`src/sv/bcu_pkg.sv`:
```
package bcu_pkg;

  // operand and result widths
  localparam int unsigned ARG_W   = 7;
  localparam int unsigned RES_W   = 64;
  localparam int unsigned MAX_N   = 67;

  // wide intermediate: 64-bit value times 7-bit factor, padded to whole digits
  localparam int unsigned DIG_W     = 8;
  localparam int unsigned PROD_W    = 72;
  localparam int unsigned DIV_STEPS = PROD_W / DIG_W;
  localparam int unsigned CNT_W     = $clog2(DIV_STEPS + 1);

endpackage

```
`src/sv/bcu_div.sv`:
```
module bcu_div (
  input  logic                           clk,
  input  logic                           rst_n,
  input  logic                           start,
  input  logic [bcu_pkg::PROD_W-1:0]     dividend,
  input  logic [bcu_pkg::ARG_W-1:0]      divisor,
  output logic                           done,
  output logic [bcu_pkg::PROD_W-1:0]     quotient
);

  logic [bcu_pkg::PROD_W-1:0] quo_r, quo_nxt;
  logic [bcu_pkg::ARG_W-1:0]  rem_r, rem_nxt;
  logic [bcu_pkg::ARG_W-1:0]  div_r;
  logic [bcu_pkg::CNT_W-1:0]  cnt_r;
  logic                       done_r;

  // one radix-256 digit of restoring long division per cycle
  always_comb begin
    logic [bcu_pkg::ARG_W:0] trial;
    logic                    qbit;
    rem_nxt = rem_r;
    quo_nxt = quo_r;
    for (int j = 0; j < bcu_pkg::DIG_W; j++) begin
      trial = {rem_nxt, quo_nxt[bcu_pkg::PROD_W-1]};
      qbit  = (trial >= {1'b0, div_r});
      if (qbit) begin
        rem_nxt = bcu_pkg::ARG_W'(trial - {1'b0, div_r});
      end else begin
        rem_nxt = trial[bcu_pkg::ARG_W-1:0];
      end
      quo_nxt = {quo_nxt[bcu_pkg::PROD_W-2:0], qbit};
    end
  end

  // control: digit counter and completion flag
  always_ff @(posedge clk) begin
    if (!rst_n) begin
      cnt_r  <= '0;
      done_r <= 1'b0;
    end else if (start) begin
      cnt_r  <= bcu_pkg::CNT_W'(bcu_pkg::DIV_STEPS);
      done_r <= 1'b0;
    end else if (cnt_r != '0) begin
      cnt_r  <= cnt_r - 1'b1;
      done_r <= (cnt_r == bcu_pkg::CNT_W'(1));
    end else begin
      done_r <= 1'b0;
    end
  end

  // datapath: dividend shifts out as quotient shifts in
  always_ff @(posedge clk) begin
    if (start) begin
      quo_r <= dividend;
      rem_r <= '0;
      div_r <= divisor;
    end else if (cnt_r != '0) begin
      quo_r <= quo_nxt;
      rem_r <= rem_nxt;
    end
  end

  assign done     = done_r;
  assign quotient = quo_r;

endmodule

```
`src/sv/binomial_coefficient_unit.sv`:
```
// binomial coefficient C(n,k) by the multiplicative recurrence
// a new item runs min(k,n-k) steps; an invalid request or k of 0 or n skips the steps
// each step is a multiply on the shared 64x7 multiplier, a digit-serial pass through the
// shared divider and an update, so at most 33 steps
// one item at a time: the next item is accepted only once the result is handed over
// reset (rst_n low, synchronous) returns the sequencer to idle and drops out_valid
module binomial_coefficient_unit (
  input  logic                         clk,
  input  logic                         rst_n,
  input  logic                         in_valid,
  output logic                         in_ready,
  input  logic [bcu_pkg::ARG_W-1:0]    in_n_value,
  input  logic [bcu_pkg::ARG_W-1:0]    in_k_value,
  output logic                         out_valid,
  input  logic                         out_ready,
  output logic [bcu_pkg::RES_W-1:0]    out_coefficient,
  output logic                         out_invalid
);

  typedef enum logic [1:0] {
    ST_IDLE,
    ST_MUL,
    ST_DIV,
    ST_DONE
  } state_t;

  state_t                          state_r, state_nxt;
  logic [bcu_pkg::RES_W-1:0]       value_r, value_nxt;
  logic                            inv_r, inv_nxt;
  logic [bcu_pkg::ARG_W-1:0]       n_r, n_nxt;
  logic [bcu_pkg::ARG_W-1:0]       kk_r, kk_nxt;
  logic [bcu_pkg::ARG_W-1:0]       i_r, i_nxt;
  logic                            out_valid_r, out_valid_nxt;
  logic [bcu_pkg::RES_W-1:0]       out_coef_r, out_coef_nxt;
  logic                            out_inv_r, out_inv_nxt;

  logic                            div_start;
  logic                            div_done;
  logic [bcu_pkg::PROD_W-1:0]      div_quo;
  logic [bcu_pkg::ARG_W-1:0]       mult;
  logic [bcu_pkg::ARG_W-1:0]       dvsr;
  logic [bcu_pkg::PROD_W-2:0]      prod;
  logic [bcu_pkg::ARG_W-1:0]       n_minus_k;
  logic                            bad_req;
  logic [bcu_pkg::ARG_W-1:0]       i_inc;

  // shared multiplier: value times (n - i), divided later by (i + 1)
  assign mult  = n_r - i_r;
  assign i_inc = i_r + 1'b1;
  assign dvsr  = i_inc;
  assign prod  = (bcu_pkg::PROD_W-1)'(value_r) * (bcu_pkg::PROD_W-1)'(mult);

  assign div_start = (state_r == ST_MUL);

  bcu_div u_div (
    .clk      (clk),
    .rst_n    (rst_n),
    .start    (div_start),
    .dividend ({1'b0, prod}),
    .divisor  (dvsr),
    .done     (div_done),
    .quotient (div_quo)
  );

  // request checks on the incoming item
  assign n_minus_k = in_n_value - in_k_value;
  assign bad_req   = (in_k_value > in_n_value)
                   || (in_n_value > bcu_pkg::ARG_W'(bcu_pkg::MAX_N));

  assign in_ready = (state_r == ST_IDLE);

  // sequencer
  always_comb begin
    state_nxt     = state_r;
    value_nxt     = value_r;
    inv_nxt       = inv_r;
    n_nxt         = n_r;
    kk_nxt        = kk_r;
    i_nxt         = i_r;
    out_valid_nxt = out_valid_r;
    out_coef_nxt  = out_coef_r;
    out_inv_nxt   = out_inv_r;

    if (out_valid_r && out_ready) begin
      out_valid_nxt = 1'b0;
    end

    unique case (state_r)
      ST_IDLE: begin
        if (in_valid) begin
          n_nxt = in_n_value;
          i_nxt = '0;
          if (bad_req) begin
            value_nxt = '0;
            inv_nxt   = 1'b1;
            state_nxt = ST_DONE;
          end else begin
            value_nxt = bcu_pkg::RES_W'(1);
            inv_nxt   = 1'b0;
            kk_nxt    = (in_k_value > n_minus_k) ? n_minus_k : in_k_value;
            state_nxt = ((in_k_value == '0) || (n_minus_k == '0)) ? ST_DONE : ST_MUL;
          end
        end
      end
      ST_MUL: begin
        state_nxt = ST_DIV;
      end
      ST_DIV: begin
        if (div_done) begin
          value_nxt = div_quo[bcu_pkg::RES_W-1:0];
          i_nxt     = i_inc;
          state_nxt = (i_inc == kk_r) ? ST_DONE : ST_MUL;
        end
      end
      ST_DONE: begin
        // hand the result over once the output register is free
        if (!out_valid_r || out_ready) begin
          out_valid_nxt = 1'b1;
          out_coef_nxt  = value_r;
          out_inv_nxt   = inv_r;
          state_nxt     = ST_IDLE;
        end
      end
      default: begin
        state_nxt = ST_IDLE;
      end
    endcase
  end

  // state and registered outputs
  always_ff @(posedge clk) begin
    if (!rst_n) begin
      state_r     <= ST_IDLE;
      out_valid_r <= 1'b0;
    end else begin
      state_r     <= state_nxt;
      out_valid_r <= out_valid_nxt;
    end
    value_r    <= value_nxt;
    inv_r      <= inv_nxt;
    n_r        <= n_nxt;
    kk_r       <= kk_nxt;
    i_r        <= i_nxt;
    out_coef_r <= out_coef_nxt;
    out_inv_r  <= out_inv_nxt;
  end

  assign out_valid       = out_valid_r;
  assign out_coefficient = out_coef_r;
  assign out_invalid     = out_inv_r;

endmodule
```
`config.mk`:
```
export PLATFORM = sky130hd
export DESIGN_NAME = binomial_coefficient_unit
export DESIGN_NICKNAME = d
export VERILOG_FILES = /design/src/sv/bcu_pkg.sv /design/src/sv/bcu_div.sv /design/src/sv/binomial_coefficient_unit.sv
export SDC_FILE = /design/constraint.sdc
export NUM_CORES = 2
export LEC_CHECK = 0
export ABC_AREA = 1
export BUFFER_PORTS_ARGS = -buffer_cell sky130_fd_sc_hd__buf_2
export CAP_MARGIN = 20
export CORE_MARGIN = 2
export CORE_UTILIZATION = 50
export CTS_CLUSTER_SIZE = 16
export DETAILED_ROUTE_END_ITERATION = 8
export PLACE_DENSITY = 0.66
export SYNTH_ARGS = -nofsm -noshare
export SYNTH_HDL_FRONTEND = slang
export SYNTH_SLANG_ARGS = --single-unit
export TNS_END_PERCENT = 30
```
`constraint.sdc`:
```
create_clock -name clk -period 14.69 [get_ports clk]
set_input_delay 1.469 -clock clk [delete_from_list [all_inputs] [get_ports clk]]
set_output_delay 1.469 -clock clk [all_outputs]
set_load 0.05 [all_outputs]
```
==> summary.md <==
| Metric | Value |
|---|---|
| Top_reg_cell synth | edfxtp_1 |
| Final hold violation count | 0 |
| H-tree depth | 2 |
| Core area | 0.0535 mm² |
| Chip height | 236 µm |
| Share of layout cells above drive strength 1 | 0.0714 |
| Gr ovfl total | 0 |
| Worst path slowest cell | fa_1 |
| Crit. End Element | flop |
| Hold Buf Count CTS | 0 |
| CTS tree | yes |
| Initial antenna violation count | 1 |
| Worst min path class | flop to flop |
| Slew @ Worst Pin | 1.06 ns |
| GP Congestion | 0.940 |
| Final setup violation count | 0 |
| Placed Instance Area | 0.0282 mm² |
| Max-slew violations | 0 |
| Final net count | 3784 |
| Commonest non-fill, non-tap cell in the layout | nand2_1 |
| Skew-Pair Late Insertion Delay | 0.55 ns |
| Num CTS Buffers | 34 |
| Synth unique cells | 52 |
| Most frequent CP cell | nand2_1 |
| FFs w/ async S/R, synth | 0 |
| Post-route cell area | 0.0294 mm² |
| Worst-path clk slew | 0.07 ns |
| Most frequent cells in the layout | nand2_1 (738), inv_1 (628), fa_1 (318), nor2_1 (289), edfxtp_1 (229) |
| PortBufs | 84 |
| Min cycle time layout | 13.37 ns |
| Outcome | finished clean |
| Synth Instances | 3204 |
| Worst EP required | 15.19 ns |
| Cell family with most CP delay | simple AND/OR/NAND/NOR gates |
| Starting Density | 0.504 |
| Placed Instances | 3935 |
| Post-Syn Area | 0.0269 mm² |
| Initial DRC count | 1773 |
| FMAX | 74.8 MHz |
| Max_cap viols | 0 |
| GRT Overall Usage | 0.264 |
| Crit Path Category | flop to flop |
| Critical path arrival | 13.87 ns |
| Total wire length | 72.3 mm |
| Avg Inst Size Synth | 8.41 µm² |
| Sequential share of the synthesized area | 0.267 |
| Via-per-instance ratio | 5.47 |
| Rel. slew slack | 0.291 |
| Worst hold margin | 0.415 ns |
| Worst-path fanout max | 10 |
| Setup TNS | 0 ns |
| Non-Filler Instances | 4000 |
| #FFs+latches synth | 245 |
| Ant diodes | 0 |
| Crit share post-route | 0.910 |
| Fillcell total | 4981 |
| HPWL Detailed | 54.8 mm |
| Vias in the first global route | 22700 |
| Clock Skew | 0.0188 ns |
| Area grow syn2layout | 9.25% |
| CP startpoint kind | flop |
| Synth Net Count | 3709 |
| CTS sink cnt | 245 |
| Clk buf depth | 3 |
| Drt wl/cell | 18.1 µm |
| Post-synth EDFFs | 229 |
| Root Driver | clkbuf_16 |
| Cell Rows | 85 |
| DRC Markers | 0 |
| First-pass GRT wire length | 118 mm |
| Antenna viol nets, final | 0 |
| DR pass1 iterations | 5 |
| Die span in x | 236 µm |
| Largest net degree at the start of global routing | 106 |
| Via Count | 21900 |
| Die area | 0.0557 mm² |
| Yosys Warn Count | 0 |
| I/O Pins | 85 |
| Max incr delay on CP | 0.45 ns |
| WP buf/inv | 13 |
[repair_timing]
item,4_1_cts,5_1_grt
endpoints found under the setup margin,0,8
resized for setup,0,14
buffers inserted,0,3
[worst reg2reg max path, delay by kind of cell (launching register included)]
family,cells,cell delay (ns)
AND/OR/NAND/NOR,41,4.41
AO/OA/AOI/OAI,25,4.26
adder cells (fa/ha/maj),9,3.16
buffers and inverters,13,1.21
flip-flops,1,0.31
[through the flow]
stage / worst slack (ns) / utilization
4_1_cts: 0.273 / 0.549
5_1_grt: -0.00378 / 0.550
3_5_place_dp: 0.329 / 0.526
3_3_place_gp: 0.896 / 0.526
6_report: 1.32 / 0.550
2_1_floorplan: 1.78 / -
[cell families (layout without fill, tap and decap cells)]
family,count (synthesis),in the layout,synth area share
AND/OR/NAND/NOR,1244,1244,0.196
XOR/XNOR,108,108,0.0351
AO/OA/AOI/OAI,414,414,0.0882
flip-flops,245,245,0.267
buffers and inverters,706,806,0.0984
adder cells (fa/ha/maj),487,487,0.315
[final cells by class]
cell class | instances | area, µm² | share of cell area
Clock buffer | 39 | 891 | 0.0303
Clock inverter | 22 | 313 | 0.0106
Inverter | 636 | 2390 | 0.0812
Multi-Input combinational cell | 2253 | 17100 | 0.583
Sequential cell | 245 | 7200 | 0.245
Tap cell | 696 | 871 | 0.0296
Timing Repair Buffer | 109 | 621 | 0.0211
[Yosys cell counts, types with 9 or more instances]
cell | n | area [µm²]
nand2_1 | 739 | 2770
inv_1 | 629 | 2360
fa_1 | 319 | 6390
nor2_1 | 292 | 1100
edfxtp_1 | 229 | 6880
ha_1 | 168 | 2100
a21oi_1 | 150 | 751
o21ai_0 | 144 | 721
nand3_1 | 105 | 526
clkbuf_1 | 69 | 259
xnor2_1 | 57 | 499
xor2_1 | 51 | 447
a31oi_1 | 37 | 231
nand4_1 | 25 | 156
nor3_1 | 17 | 85.1
or2_2 | 17 | 106
dfxtp_1 | 16 | 320
nand3_4 | 13 | 228
a21o_1 | 11 | 82.6
o21a_1 | 11 | 82.6
nand2_2 | 10 | 62.6
nor4_1 | 9 | 56.3
o211ai_1 | 9 | 67.6
[sequential cells by signal, summed over array words and instances (netlist names)]
signal / count
value_r: 64
out_invalid: 1
u_div.done: 1
i_r: 7
u_div.rem_r: 7
u_div.cnt_r: 4
state_r: 2
out_valid: 1
u_div.quotient: 72
out_coefficient: 64
kk_r: 7
n_r: 7
inv_r: 1
u_div.div_r: 7
[per-layer routing]
metal  track usage  vias to the layer above  wire (µm)
met5             0                        -          8
met2         0.428                      697      33500
met4        0.0805                        2       1900
met1         0.367                    10800      32100
li1              -                    10200          -
met3        0.0410                      127       4680
[worst paths after layout]
kind / endpoint / depth (start not counted) / slack (ns) / start
worst min register to register: out_invalid / 0 / 0.41 / inv_r
worst min-delay path: out_invalid / 0 / 0.41 / inv_r
worst max register to register: u_div.rem_r[6] / 88 / 1.32 / u_div.quotient[71]
worst max-delay path: u_div.rem_r[6] / 88 / 1.32 / u_div.quotient[71]
Power is left out: the tool's default activity adds up to more than one toggle a clock period on the data nets, which glitch-free logic cannot reach.
